===== config.mk =====
export PLATFORM = sky130hd
export DESIGN_NAME = infix_two_operand_calculator_top
export DESIGN_NICKNAME = d
export VERILOG_FILES = /design/src/rtl/itoc_pkg.sv /design/src/rtl/itoc_front.sv /design/src/rtl/itoc_queue.sv /design/src/rtl/itoc_back.sv /design/src/rtl/infix_two_operand_calculator_top.sv
export SDC_FILE = /design/constraint.sdc
export NUM_CORES = 2
export LEC_CHECK = 0
export ABC_AREA = 1
export BUFFER_PORTS_ARGS = -buffer_cell sky130_fd_sc_hd__buf_2
export CORE_UTILIZATION = 35
export CTS_CLUSTER_SIZE = 10
export DETAILED_ROUTE_END_ITERATION = 16
export SYNTH_ARGS = -nofsm -noshare
export SYNTH_HDL_FRONTEND = slang
export SYNTH_SLANG_ARGS = --single-unit

===== constraint.sdc =====
create_clock -name i_clk -period 8.7 [get_ports i_clk]
set_input_delay 1.74 -clock i_clk [delete_from_list [all_inputs] [get_ports i_clk]]
set_output_delay 1.74 -clock i_clk [all_outputs]
set_load 0.01 [all_outputs]

===== src/rtl/itoc_pkg.sv =====
`timescale 1ns / 1ps

package itoc_pkg;

    // Operand accumulators hold up to 2^31-1
    localparam int OPERAND_BITS = 31;
    localparam logic [OPERAND_BITS-1:0] OPERAND_MAX = {OPERAND_BITS{1'b1}};

    // One quotient bit per divider step
    localparam int DIV_CNT_BITS = $clog2(OPERAND_BITS);

    // Command queue between front and back
    localparam int QUEUE_DEPTH = 2;
    localparam int QPTR_BITS   = $clog2(QUEUE_DEPTH);
    localparam int QCNT_BITS   = $clog2(QUEUE_DEPTH + 1);

    // Character codes
    localparam logic [7:0] CH_0     = 8'h30;
    localparam logic [7:0] CH_9     = 8'h39;
    localparam logic [7:0] CH_PLUS  = 8'h2B;
    localparam logic [7:0] CH_MINUS = 8'h2D;
    localparam logic [7:0] CH_STAR  = 8'h2A;
    localparam logic [7:0] CH_SLASH = 8'h2F;
    localparam logic [7:0] CH_SPACE = 8'h20;
    localparam logic [7:0] CH_TAB   = 8'h09;
    localparam logic [7:0] CH_LF    = 8'h0A;
    localparam logic [7:0] CH_NUL   = 8'h00;

    // Operator codes
    localparam logic [1:0] OP_ADD = 2'd0;
    localparam logic [1:0] OP_SUB = 2'd1;
    localparam logic [1:0] OP_MUL = 2'd2;
    localparam logic [1:0] OP_DIV = 2'd3;

    // Result status codes
    localparam logic [1:0] ST_OK       = 2'd0;
    localparam logic [1:0] ST_BAD_OP   = 2'd1;
    localparam logic [1:0] ST_DIV_ZERO = 2'd2;

    // Parser phase
    typedef enum logic [1:0] {
        PH_FIRST  = 2'd0,
        PH_SECOND = 2'd1,
        PH_SKIP   = 2'd2
    } t_phase;

    // Execution unit state
    typedef enum logic [1:0] {
        BK_IDLE  = 2'd0,
        BK_EXEC  = 2'd1,
        BK_DIV   = 2'd2,
        BK_WRITE = 2'd3
    } t_bk_state;

    // One classified expression handed to the execution unit
    typedef struct packed {
        logic                    is_err;
        logic [1:0]              op;
        logic [OPERAND_BITS-1:0] a;
        logic [OPERAND_BITS-1:0] b;
    } t_cmd;

endpackage


===== src/rtl/itoc_front.sv =====
`timescale 1ns / 1ps

module itoc_front (
    input  logic             i_clk,
    input  logic             i_rst_n,
    input  logic             i_valid,
    input  logic [7:0]       i_char_in,
    output logic             o_stall,
    input  logic             i_q_full,
    output logic             o_push,
    output itoc_pkg::t_cmd   o_cmd
);

    itoc_pkg::t_phase                  r_phase, n_phase;
    logic [itoc_pkg::OPERAND_BITS-1:0] r_first, n_first;
    logic [itoc_pkg::OPERAND_BITS-1:0] r_second, n_second;
    logic [1:0]                        r_op, n_op;

    logic       accept;
    logic       is_digit, is_blank, is_eol, is_op;
    logic [1:0] char_op;
    logic [3:0] digit;

    // Multiply by ten, add the digit, saturate
    function automatic logic [itoc_pkg::OPERAND_BITS-1:0] acc_digit(
        input logic [itoc_pkg::OPERAND_BITS-1:0] acc,
        input logic [3:0]                        d
    );
        logic [itoc_pkg::OPERAND_BITS+3:0] w;
        w = ((itoc_pkg::OPERAND_BITS+4)'(acc) << 3)
          + ((itoc_pkg::OPERAND_BITS+4)'(acc) << 1)
          + (itoc_pkg::OPERAND_BITS+4)'(d);
        if (w > (itoc_pkg::OPERAND_BITS+4)'(itoc_pkg::OPERAND_MAX)) begin
            return itoc_pkg::OPERAND_MAX;
        end
        return w[itoc_pkg::OPERAND_BITS-1:0];
    endfunction

    // Stall whenever the queue has no room
    assign o_stall = i_q_full;
    assign accept  = i_valid & ~i_q_full;

    // Classify the byte
    always_comb begin
        is_digit = i_char_in inside {[itoc_pkg::CH_0:itoc_pkg::CH_9]};
        is_blank = i_char_in inside {itoc_pkg::CH_SPACE, itoc_pkg::CH_TAB};
        is_eol   = i_char_in inside {itoc_pkg::CH_LF, itoc_pkg::CH_NUL};
        digit    = 4'(i_char_in - itoc_pkg::CH_0);
        is_op    = 1'b1;
        case (i_char_in)
            itoc_pkg::CH_PLUS:  char_op = itoc_pkg::OP_ADD;
            itoc_pkg::CH_MINUS: char_op = itoc_pkg::OP_SUB;
            itoc_pkg::CH_STAR:  char_op = itoc_pkg::OP_MUL;
            itoc_pkg::CH_SLASH: char_op = itoc_pkg::OP_DIV;
            default: begin
                char_op = itoc_pkg::OP_ADD;
                is_op   = 1'b0;
            end
        endcase
    end

    // Next phase
    always_comb begin
        n_phase = r_phase;
        if (accept) begin
            case (r_phase)
                itoc_pkg::PH_SKIP: begin
                    if (is_eol) begin
                        n_phase = itoc_pkg::PH_FIRST;
                    end
                end
                itoc_pkg::PH_SECOND: begin
                    if (!is_blank && !is_digit) begin
                        n_phase = itoc_pkg::PH_FIRST;
                    end
                end
                default: begin
                    if (!is_blank && !is_digit) begin
                        if (is_op) begin
                            n_phase = itoc_pkg::PH_SECOND;
                        end else if (is_eol) begin
                            n_phase = itoc_pkg::PH_FIRST;
                        end else begin
                            n_phase = itoc_pkg::PH_SKIP;
                        end
                    end
                end
            endcase
        end
    end

    // Accumulate operands and issue commands
    always_comb begin
        n_first  = r_first;
        n_second = r_second;
        n_op     = r_op;
        o_push   = 1'b0;
        o_cmd    = '{is_err: 1'b0, op: r_op, a: r_first, b: r_second};
        if (accept) begin
            case (r_phase)
                itoc_pkg::PH_SKIP: begin
                    // Accumulators are already clear while discarding
                end
                itoc_pkg::PH_SECOND: begin
                    if (is_digit) begin
                        n_second = acc_digit(r_second, digit);
                    end else if (!is_blank) begin
                        o_push   = 1'b1;
                        n_first  = '0;
                        n_second = '0;
                        n_op     = itoc_pkg::OP_ADD;
                    end
                end
                default: begin
                    if (is_digit) begin
                        n_first = acc_digit(r_first, digit);
                    end else if (is_op) begin
                        n_op = char_op;
                    end else if (!is_blank) begin
                        o_push   = 1'b1;
                        o_cmd    = '{is_err: 1'b1, op: itoc_pkg::OP_ADD, a: r_first, b: '0};
                        n_first  = '0;
                        n_second = '0;
                        n_op     = itoc_pkg::OP_ADD;
                    end
                end
            endcase
        end
    end

    always_ff @(posedge i_clk) begin
        if (!i_rst_n) begin
            r_phase  <= itoc_pkg::PH_FIRST;
            r_first  <= '0;
            r_second <= '0;
            r_op     <= itoc_pkg::OP_ADD;
        end else begin
            r_phase  <= n_phase;
            r_first  <= n_first;
            r_second <= n_second;
            r_op     <= n_op;
        end
    end

endmodule


===== src/rtl/itoc_queue.sv =====
`timescale 1ns / 1ps

module itoc_queue (
    input  logic             i_clk,
    input  logic             i_rst_n,
    input  logic             i_push,
    input  itoc_pkg::t_cmd   i_cmd,
    output logic             o_full,
    output logic             o_valid,
    output itoc_pkg::t_cmd   o_cmd,
    input  logic             i_pop
);

    localparam logic [itoc_pkg::QPTR_BITS-1:0] LAST_PTR =
        itoc_pkg::QPTR_BITS'(itoc_pkg::QUEUE_DEPTH - 1);
    localparam logic [itoc_pkg::QCNT_BITS-1:0] FULL_CNT =
        itoc_pkg::QCNT_BITS'(itoc_pkg::QUEUE_DEPTH);

    itoc_pkg::t_cmd                  r_mem [itoc_pkg::QUEUE_DEPTH];
    logic [itoc_pkg::QPTR_BITS-1:0]  r_wptr, n_wptr;
    logic [itoc_pkg::QPTR_BITS-1:0]  r_rptr, n_rptr;
    logic [itoc_pkg::QCNT_BITS-1:0]  r_count, n_count;
    logic                            do_push, do_pop;

    assign o_full  = (r_count == FULL_CNT);
    assign o_valid = (r_count != '0);
    assign o_cmd   = r_mem[r_rptr];
    assign do_push = i_push & ~o_full;
    assign do_pop  = i_pop & o_valid;

    // Advance pointers and occupancy
    always_comb begin
        n_wptr  = r_wptr;
        n_rptr  = r_rptr;
        n_count = r_count;
        if (do_push) begin
            n_wptr = (r_wptr == LAST_PTR) ? '0 : r_wptr + 1'b1;
        end
        if (do_pop) begin
            n_rptr = (r_rptr == LAST_PTR) ? '0 : r_rptr + 1'b1;
        end
        if (do_push && !do_pop) begin
            n_count = r_count + 1'b1;
        end else if (do_pop && !do_push) begin
            n_count = r_count - 1'b1;
        end
    end

    always_ff @(posedge i_clk) begin
        if (!i_rst_n) begin
            r_wptr  <= '0;
            r_rptr  <= '0;
            r_count <= '0;
        end else begin
            r_wptr  <= n_wptr;
            r_rptr  <= n_rptr;
            r_count <= n_count;
        end
    end

    // Store the pushed command
    always_ff @(posedge i_clk) begin
        if (do_push) begin
            r_mem[r_wptr] <= i_cmd;
        end
    end

    a_count_bound: assert property (@(posedge i_clk) disable iff (!i_rst_n)
        r_count <= FULL_CNT)
        else $error("queue occupancy above depth");

endmodule


===== src/rtl/itoc_back.sv =====
`timescale 1ns / 1ps

module itoc_back #(
    parameter int WORD_BITS = 32
) (
    input  logic                              i_clk,
    input  logic                              i_rst_n,
    input  logic                              i_q_valid,
    input  itoc_pkg::t_cmd                    i_q_cmd,
    output logic                              o_pop,
    output logic                              o_valid,
    input  logic                              i_stall,
    output logic signed [31:0]                o_value,
    output logic [itoc_pkg::OPERAND_BITS-1:0] o_first_operand,
    output logic [itoc_pkg::OPERAND_BITS-1:0] o_second_operand,
    output logic [1:0]                        o_op_code,
    output logic [1:0]                        o_status
);

    localparam int OB = itoc_pkg::OPERAND_BITS;
    localparam logic [itoc_pkg::DIV_CNT_BITS-1:0] LAST_STEP =
        itoc_pkg::DIV_CNT_BITS'(OB - 1);

    itoc_pkg::t_bk_state r_state, n_state;
    itoc_pkg::t_cmd      r_w;

    logic [63:0]                       r_res, n_res;
    logic [1:0]                        r_st, n_st;
    logic [OB-1:0]                     r_rem, n_rem;
    logic [OB-1:0]                     r_quo, n_quo;
    logic [itoc_pkg::DIV_CNT_BITS-1:0] r_cnt, n_cnt;

    logic                              r_out_valid;
    logic signed [31:0]                r_value;
    logic [OB-1:0]                     r_first, r_second;
    logic [1:0]                        r_op, r_status;

    logic                              out_free, load_out, needs_div;
    logic [2*OB-1:0]                   prod;
    logic [OB:0]                       shifted;
    logic [OB+1:0]                     trial;
    logic signed [WORD_BITS-1:0]       wrap_w;
    logic signed [63:0]                wrap_x;

    assign out_free  = ~r_out_valid | ~i_stall;
    assign needs_div = ~r_w.is_err && (r_w.op == itoc_pkg::OP_DIV) && (r_w.b != '0);

    // Next state
    always_comb begin
        n_state = r_state;
        case (r_state)
            itoc_pkg::BK_IDLE: begin
                if (i_q_valid) begin
                    n_state = itoc_pkg::BK_EXEC;
                end
            end
            itoc_pkg::BK_EXEC: begin
                n_state = needs_div ? itoc_pkg::BK_DIV : itoc_pkg::BK_WRITE;
            end
            itoc_pkg::BK_DIV: begin
                if (r_cnt == LAST_STEP) begin
                    n_state = itoc_pkg::BK_WRITE;
                end
            end
            itoc_pkg::BK_WRITE: begin
                if (out_free) begin
                    n_state = itoc_pkg::BK_IDLE;
                end
            end
            default: n_state = itoc_pkg::BK_IDLE;
        endcase
    end

    // State outputs
    always_comb begin
        o_pop    = (r_state == itoc_pkg::BK_IDLE) && i_q_valid;
        load_out = (r_state == itoc_pkg::BK_WRITE) && out_free;
    end

    // Arithmetic datapath
    always_comb begin
        prod    = r_w.a * r_w.b;
        shifted = {r_rem, r_quo[OB-1]};
        trial   = {1'b0, shifted} - {2'b00, r_w.b};
        n_res   = r_res;
        n_st    = r_st;
        n_rem   = r_rem;
        n_quo   = r_quo;
        n_cnt   = r_cnt;
        case (r_state)
            itoc_pkg::BK_EXEC: begin
                n_st  = itoc_pkg::ST_OK;
                n_res = '0;
                n_rem = '0;
                n_quo = r_w.a;
                n_cnt = '0;
                if (r_w.is_err) begin
                    n_st = itoc_pkg::ST_BAD_OP;
                end else begin
                    case (r_w.op)
                        itoc_pkg::OP_ADD: n_res = 64'(r_w.a) + 64'(r_w.b);
                        itoc_pkg::OP_SUB: n_res = 64'(r_w.a) - 64'(r_w.b);
                        itoc_pkg::OP_MUL: n_res = 64'(prod);
                        default: begin
                            if (r_w.b == '0) begin
                                n_st = itoc_pkg::ST_DIV_ZERO;
                            end
                        end
                    endcase
                end
            end
            itoc_pkg::BK_DIV: begin
                // One restoring step per cycle
                if (trial[OB+1]) begin
                    n_rem = shifted[OB-1:0];
                end else begin
                    n_rem = trial[OB-1:0];
                end
                n_quo = {r_quo[OB-2:0], ~trial[OB+1]};
                n_cnt = r_cnt + 1'b1;
                n_res = 64'(n_quo);
            end
            default: begin
            end
        endcase
    end

    // Wrap to the word size, then sign-extend
    always_comb begin
        wrap_w = r_res[WORD_BITS-1:0];
        wrap_x = 64'(wrap_w);
    end

    always_ff @(posedge i_clk) begin
        if (!i_rst_n) begin
            r_state     <= itoc_pkg::BK_IDLE;
            r_out_valid <= 1'b0;
        end else begin
            r_state <= n_state;
            if (load_out) begin
                r_out_valid <= 1'b1;
            end else if (!i_stall) begin
                r_out_valid <= 1'b0;
            end
        end
    end

    // Hold working operands and results
    always_ff @(posedge i_clk) begin
        if (o_pop) begin
            r_w <= i_q_cmd;
        end
        r_res <= n_res;
        r_st  <= n_st;
        r_rem <= n_rem;
        r_quo <= n_quo;
        r_cnt <= n_cnt;
        if (load_out) begin
            r_value  <= wrap_x[31:0];
            r_first  <= r_w.a;
            r_second <= r_w.b;
            r_op     <= r_w.op;
            r_status <= r_st;
        end
    end

    assign o_valid          = r_out_valid;
    assign o_value          = r_value;
    assign o_first_operand  = r_first;
    assign o_second_operand = r_second;
    assign o_op_code        = r_op;
    assign o_status         = r_status;

    a_err_zero: assert property (@(posedge i_clk) disable iff (!i_rst_n)
        r_out_valid && (r_status != itoc_pkg::ST_OK) |-> (r_value == '0))
        else $error("error result with nonzero value");

    a_bad_op_fields: assert property (@(posedge i_clk) disable iff (!i_rst_n)
        r_out_valid && (r_status == itoc_pkg::ST_BAD_OP)
            |-> (r_op == itoc_pkg::OP_ADD) && (r_second == '0))
        else $error("operator error with stray operator or second operand");

    a_div_entry: assert property (@(posedge i_clk) disable iff (!i_rst_n)
        (r_state == itoc_pkg::BK_DIV) |-> needs_div)
        else $error("divider running without a nonzero divisor");

    a_load_once: assert property (@(posedge i_clk) disable iff (!i_rst_n)
        load_out |=> (r_state == itoc_pkg::BK_IDLE) && r_out_valid)
        else $error("result load did not retire the command");

endmodule


===== src/rtl/infix_two_operand_calculator_top.sv =====
`timescale 1ns / 1ps

// Two-operand ASCII calculator: "number operator number" in, one result out.
// Input channel: i_valid / o_stall with one text byte on i_char_in per beat.
// Output channel: o_valid / i_stall with value, both operands, operator code
// and status per beat.
// A parser takes one byte per cycle and hands each finished expression to a
// two-entry command queue; o_stall rises only while that queue is full.
// The execution unit takes one command from the queue at a time and steps
// through pop, compute and write for add, subtract, multiply or an error;
// a division runs the 31-step restoring divider between compute and write.
// The result sits in an output register; while i_stall is high it holds,
// and the parser keeps taking bytes until the queue fills.
// Reset (synchronous, active low) returns the parser to the first number,
// clears both accumulators, empties the queue and drops o_valid.
// WORD_BITS sets the width the result wraps to before sign extension.

module infix_two_operand_calculator_top #(
    parameter int WORD_BITS = 32
) (
    input  logic                              i_clk,
    input  logic                              i_rst_n,
    input  logic                              i_valid,
    output logic                              o_stall,
    input  logic [7:0]                        i_char_in,
    output logic                              o_valid,
    input  logic                              i_stall,
    output logic signed [31:0]                o_value,
    output logic [itoc_pkg::OPERAND_BITS-1:0] o_first_operand,
    output logic [itoc_pkg::OPERAND_BITS-1:0] o_second_operand,
    output logic [1:0]                        o_op_code,
    output logic [1:0]                        o_status
);

    logic           push, q_full, q_valid, pop;
    itoc_pkg::t_cmd push_cmd, q_cmd;

    itoc_front u_front (
        .i_clk     (i_clk),
        .i_rst_n   (i_rst_n),
        .i_valid   (i_valid),
        .i_char_in (i_char_in),
        .o_stall   (o_stall),
        .i_q_full  (q_full),
        .o_push    (push),
        .o_cmd     (push_cmd)
    );

    itoc_queue u_queue (
        .i_clk   (i_clk),
        .i_rst_n (i_rst_n),
        .i_push  (push),
        .i_cmd   (push_cmd),
        .o_full  (q_full),
        .o_valid (q_valid),
        .o_cmd   (q_cmd),
        .i_pop   (pop)
    );

    itoc_back #(
        .WORD_BITS (WORD_BITS)
    ) u_back (
        .i_clk            (i_clk),
        .i_rst_n          (i_rst_n),
        .i_q_valid        (q_valid),
        .i_q_cmd          (q_cmd),
        .o_pop            (pop),
        .o_valid          (o_valid),
        .i_stall          (i_stall),
        .o_value          (o_value),
        .o_first_operand  (o_first_operand),
        .o_second_operand (o_second_operand),
        .o_op_code        (o_op_code),
        .o_status         (o_status)
    );

endmodule


* Word-level counts from Yosys, hierarchy flattened
Memory sizes are Yosys's and may differ from the RTL's. A register that Yosys moved wholly into a read port is not among the register bits.
Cells that the tools add are included.
** Storage, ports and cells
- Register bits after elaboration :: 272
- Memory bits (writable) :: 130
- Input port bits :: 12
- Output and inout port bits :: 100
- Logic and storage cells :: 177
- Memories kept :: 1
** Memory list
- u_queue.r_mem :: words 2, bits a word 65, read ports 1, clocked after memory_dff 1, write ports 1, RTL line itoc_queue.sv:19 : itoc_pkg::t_cmd r_mem [itoc_pkg::QUEUE_DEPTH];
** Operators by class
- Add/sub/neg operators :: 13
- $mul :: 1
- Magnitude comparators :: 4
- Eq/ne operators :: 27
- Mux-type cells :: 68
- Bitwise gates (word level) :: 11
- Reductions and logical operators :: 32
** Operator list (count)
- 31-bit two-way mux :: 13
- 65-bit two-way mux :: 5
- 31-bit case mux with 2 select lines :: 4
- 32-bit case mux with 3 select lines :: 1
- 34-bit by 32-bit adder with 35-bit output :: 2
- 35-bit by 4-bit adder with 35-bit output :: 2
- 35-bit by 31-bit greater-than comparator with 1-bit output (second input constant) :: 2
- 32-bit case mux with 2 select lines :: 1
- 8-bit by 6-bit == test with 1-bit output (second input constant) :: 5
- 32-bit by 31-bit subtractor with 33-bit output :: 1
- 31-bit by 31-bit adder with 32-bit output :: 1
- 31-bit by 31-bit multiplier with 32-bit output :: 1
- 32-bit two-way mux :: 1
- 31-bit by 31-bit subtractor with 32-bit output :: 1
- 31-bit zero test :: 1
- 31-bit nonzero test :: 1
- 2-bit two-way mux :: 15
- 1-bit two-way mux :: 22
- 8-bit by 4-bit == test with 1-bit output (second input constant) :: 2
- 2-bit == test (second input constant) :: 6
- 2-bit by 1-bit != test with 1-bit output (second input constant) :: 6
- 4-bit AND reduction :: 3
- 2-bit nonzero test :: 6
- 5-bit case mux with 2 select lines :: 1
- other kinds (26) :: 53

* Longest topological paths before layout
- Depth after elaboration :: 12
- Mapped depth :: 31
- Depth with buffers taken out :: 29

* Cells and area by module
From an unflattened synthesis, not the netlist that was laid out.
** Second synthesis, totals
- Cells, all modules :: 5770
- Area total of the unflattened synthesis :: 46253.1 µm²
** By module, submodules not included
- itoc_back :: instances 1, cells an instance 3728, area an instance 30923.4 µm², seq. area each 7987.7 µm²
- itoc_front :: instances 1, cells an instance 1803, area an instance 10188.5 µm², seq. area each 1321.3 µm²
- itoc_queue :: instances 1, cells an instance 239, area an instance 5141.2 µm², seq. area each 4003.8 µm²

* Least setup slack after synthesis
No wires, ideal clock.
- Path kind :: input to register
- Start :: in i_stall
- End :: reg u_back.r_first[0], in the netlist u_back.o_first_operand[0] (enable)
- Setup time :: 0.587 ns
- Data arrival time :: 6.492 ns
- Required time :: 8.113 ns
- Slack :: 1.621 ns
- Cell stages on the path :: 1
- Buffers on the path :: 0
- Path through :: a21oi_1
** Between the ends
- Word-level cells in the longest chain between the ends :: 3
** RTL lines
- start: declaration :: RTL line infix_two_operand_calculator_top.sv:27 : input logic i_stall,
- 1-bit NOT :: RTL line itoc_back.sv:45 : assign out_free = ~r_out_valid | ~i_stall;
- 1-bit OR :: RTL line itoc_back.sv:45
- 1-bit logical AND :: RTL line itoc_back.sv:77 : load_out = (r_state == itoc_pkg::BK_WRITE) && out_free;
- end signal: assignment :: RTL line itoc_back.sv:160 : r_first <= r_w.a;
- end: declaration :: RTL line itoc_back.sv:35 : logic [OB-1:0] r_first, r_second;
No other way between the ends.
A chain may end at the register's enable or synchronous reset.

* Worst setup path after layout
- Start :: reg u_back.r_w[42] (netlist name)
- End :: reg u_back.r_res[26] (data pin)
** Between the ends
- Word-level cells in the longest chain between the ends :: 4
- Elaborated cells between the ends (all ways) :: 6
- Those cells by class :: add/sub (2); mul (1); mux (3)
** RTL lines
- 31-bit by 31-bit multiplier with 32-bit output, or another cell as far along :: RTL line itoc_back.sv:82 : prod = r_w.a * r_w.b;
- 32-bit case mux with 3 select lines (*) :: RTL line itoc_back.sv:100 : case (r_w.op)
- 32-bit two-way mux (*) :: RTL line itoc_back.sv:97 : if (r_w.is_err) begin
- 32-bit case mux with 2 select lines (*) :: RTL line itoc_back.sv:90 : case (r_state)
- via u_back.n_res[26] :: RTL line itoc_back.sv:27 : logic [63:0] r_res, n_res;
- end signal: assignment :: RTL line itoc_back.sv:153 : r_res <= n_res;
- end: declaration :: RTL line itoc_back.sv:27
The timed path passes the listed nets; every way through them passes the cells marked *.

==> results.md <==
* Reg2reg setup slack at 950 ps
* Post-synth ARST share at 0
* Clock sink count at 467
* Starting Density at 0.354
* Slew headroom at 0.0938
* Resized Gates After CTS at 0
* Max Root-Sink Buffers at 3
* Clock skew at 77.6 ps
* Synthesis-to-finish area growth at 9.90%
* Die Area at 127000 um2
* Final Util at 0.389
* Synthesized cell area at 44000 um2
* Status: finished, final reports clean
* Worst Path Required at 9120 ps
* Post-CTS Setup Repair Bufs at 0
* Worst-Skew Late Latency at 690 ps
* Post-synth EDFFs at 394
* Final WL at 137000 um
* TritonCTS clock tree: done
* Fillers at 12773
* Flops & latches, synth at 467
* Synthesized netlist net count at 6191
* Hold-fix buffers, CTS at 0
* Layout Cells excl Fill at 7185
* Top FF cell, synth: edfxtp_1
* Largest net degree at the start of global routing at 66
* Cells after synthesis at 5448
* Global-route wire length before repair at 211000 um
* Avg WL per Cell at 19.0 um
* Critical path fanouts, max at 19
* Vias at 36295
* Post-Place Worst Slack at 995 ps
* Post-DRT Antenna Nets at 0
* Worst setup margin at 946 ps
* Nets@finish at 6242
* Crit share post-route at 0.891
* Fin. max-slew vios at 0
* CTS root buf: clkbuf_16
* Inst Count DP at 7076
* Crit Path Class: reg2reg
* Core area at 124000 um2
* Synth warnings at 0
* Layout cells sized above 1 at 0.0631
* Final min period at 7750 ps
* IO Pins at 112
* Max Freq at 0.129 GHz
* Die Wd at 357 um
* Grt total ovfl at 0
* Syn Area/Cell at 8.08 um2
* Drt via density at 5.05
* Placer congestion estimate at 0.949
* PortBufs at 111
* Drt drc at 0
* Worst Setup EP: u_back.r_res[26]$_DFFE_PP_
* DP HPWL at 105000 um
* Max-Cap Viols at 0
* Worst-path clk slew at 60 ps
* Vias in the first global route at 35722
* Area of the multi-input gates at 26100 um2
* Sequential fraction of the synthesis area at 0.302
* Worst path arrival time at 8170 ps
* Reg2reg end: u_back.r_res[26]$_DFFE_PP_
* Post-synth cell types at 56
* R2R depth at 27
* Register area at 13300 um2
* Drt first pass iters at 6
* Fin. Hold Viols at 0
* Final Setup Violations at 0
* Chip height at 357 um
* Drt initial violations at 3022
* Critical Path End Type: flip-flop
* Crit path launch type: flip-flop
* Worst hold path class: reg2reg
* H-tree lvl count at 2
* Worst-margin pin slew at 1360 ps
* TritonCTS Buffers at 58
* Setup_tns at 0 ps
* Cell Rows at 129
* Initial antenna violation count at 3
* RSZ-0062 raised after global routing: false
* Total Routing Usage GR at 0.215
* Start point of the critical path: u_back.r_w[42]$_DFFE_PP_
* R2R Path Start: u_back.r_w[42]$_DFFE_PP_
cells in the final DEF, fill, tap and decap left out, types with 7 or more instances in the layout:
master | Yosys | routed
nand3_2 | 13 | 13
inv_2 | 5 | 9
nand3b_1 | 16 | 16
nor2_1 | 258 | 254
buf_2 | 30 | 111
a21o_1 | 25 | 25
o21bai_1 | 23 | 23
nand2_2 | 7 | 7
or2_2 | 11 | 11
o21ai_0 | 230 | 230
o211ai_1 | 10 | 10
nor4_1 | 9 | 9
buf_4 | 4 | 93
clkbuf_16 | 0 | 59
nand2_1 | 1607 | 1607
inv_1 | 995 | 990
nor3_1 | 45 | 45
a21boi_0 | 10 | 10
nand3_1 | 187 | 187
clkbuf_1 | 143 | 26
ha_1 | 316 | 314
fa_1 | 415 | 415
o21a_1 | 14 | 14
a31oi_1 | 18 | 18
a21oi_1 | 380 | 379
nand4_1 | 25 | 25
xnor2_1 | 35 | 35
xor2_1 | 51 | 51
dfxtp_1 | 73 | 72
edfxtp_1 | 394 | 394
metal layers:
metal	GRT usage	vias up	routed length [um]
li1	-	17279	-
met1	0.295	17642	60300
met2	0.355	1165	63000
met3	0.0246	209	8760
met4	0.0697	0	4660
met5	0	-	0
per-stage QoR:
| step | cell area [um2] | hold WS (ps) |
|---|---|---|
| 5_1_grt | 48400 | 425 |
| 6_report | 48400 | 419 |
| 4_1_cts | 48400 | 420 |
| 3_5_place_dp | 46500 | 406 |
| 3_3_place_gp | 46500 | 404 |
| 2_1_floorplan | 44000 | 400 |
cells in the mapped netlist, types with 11 or more instances:
library cell     n  area (um2)
edfxtp_1       394       11800
nor3_1          45         225
dfxtp_1         73        1460
or2_2           11        68.8
nand3_1        187         936
a21oi_1        380        1900
nand4_1         25         156
buf_2           30         150
inv_1          995        3730
o21a_1          14         105
xor2_1          51         447
nand3_2         13         130
nand3b_1        16         120
fa_1           415        8310
nor2_1         258         968
ha_1           316        3950
o21ai_0        230        1150
xnor2_1         35         307
clkbuf_1       143         537
o21bai_1        23         173
nand2_1       1607        6030
a31oi_1         18         113
a21o_1          25         188
buf_1           28         105
logic make-up (layout without fill, tap and decap cells):
group                      count (synthesis)  in the layout  share of synthesized area
other                                      0              3                          0
adders and majority gates                731            731                      0.279
DFF                                      467            467                      0.302
buffers and inverters                   1214           1311                      0.106
xor gates and xnor gates                  87             87                     0.0175
AOI/OAI and AO/OA                        756            756                     0.0946
and+or+nand+nor                         2193           2193                      0.201
registers in the layout, indices dropped and copies added (netlist names), 2 cells and up:
register / count
u_back.o_op_code: 2
u_back.r_state: 2
u_back.r_rem: 31
u_front.r_op: 2
u_front.r_phase: 2
u_back.r_w: 65
u_front.r_second: 31
u_back.r_res: 32
u_back.r_quo: 31
u_queue.r_mem: 130
u_front.r_first: 31
u_queue.r_count: 2
u_back.r_st: 2
u_back.o_first_operand: 31
u_back.r_cnt: 5
u_back.o_second_operand: 31
u_back.o_status: 2
u_back.o_value: 32
how the worst min path moves through the flow:
stage / slack [ps] / endpoint / startpoint / cells past startpoint
finish: 420 / u_back.o_value[9]$_DFFE_PP_ / u_back.r_res[9]$_DFFE_PP_ / 0
global route: 430 / u_back.o_value[16]$_DFFE_PP_ / u_back.r_res[16]$_DFFE_PP_ / 0
global placement: 400 / u_back.o_value[14]$_DFFE_PP_ / u_back.r_res[14]$_DFFE_PP_ / 0
CTS: 420 / u_back.o_value[0]$_DFFE_PP_ / u_back.r_res[0]$_DFFE_PP_ / 0
detailed placement: 410 / u_back.o_value[0]$_DFFE_PP_ / u_back.r_res[0]$_DFFE_PP_ / 0
floorplan: 400 / u_back.o_status[0]$_DFFE_PP_ / u_back.r_st[0]$_SDFFCE_PP1P_ / 0
worst max-delay path, stage by stage (launching register included):
cell and delay (ps):
edfxtp_1 1080, nand2_1 100, inv_1 110, fa_1 430, fa_1 490, fa_1 520, inv_1 50, fa_1 470
inv_1 50, fa_1 490, inv_1 50, fa_1 520, inv_1 50, fa_1 490, fa_1 420, ha_1 410
nand4_1 170, nor3_1 510, nand4_1 170, nand3_1 240, a21o_1 190, nand2_1 90, nand3_1 70, nand2_1 50
nand3_1 80, nand2_1 60, nand2_1 50, nand2_1 50
area by class of cell:
class                           instances  share of cell area
Timing Repair Buffer                  205              0.0263
Antenna cell                            3            0.000155
Inverter                             1000              0.0776
Clock buffer                           90              0.0340
Clock inverter                         16             0.00507
Multi-Input combinational cell       3767               0.540
Sequential cell                       467               0.275
Tap cell                             1637              0.0423
Power is not shown: default switching activity piles up to over one toggle a cycle in this logic, so the estimate is an artifact.
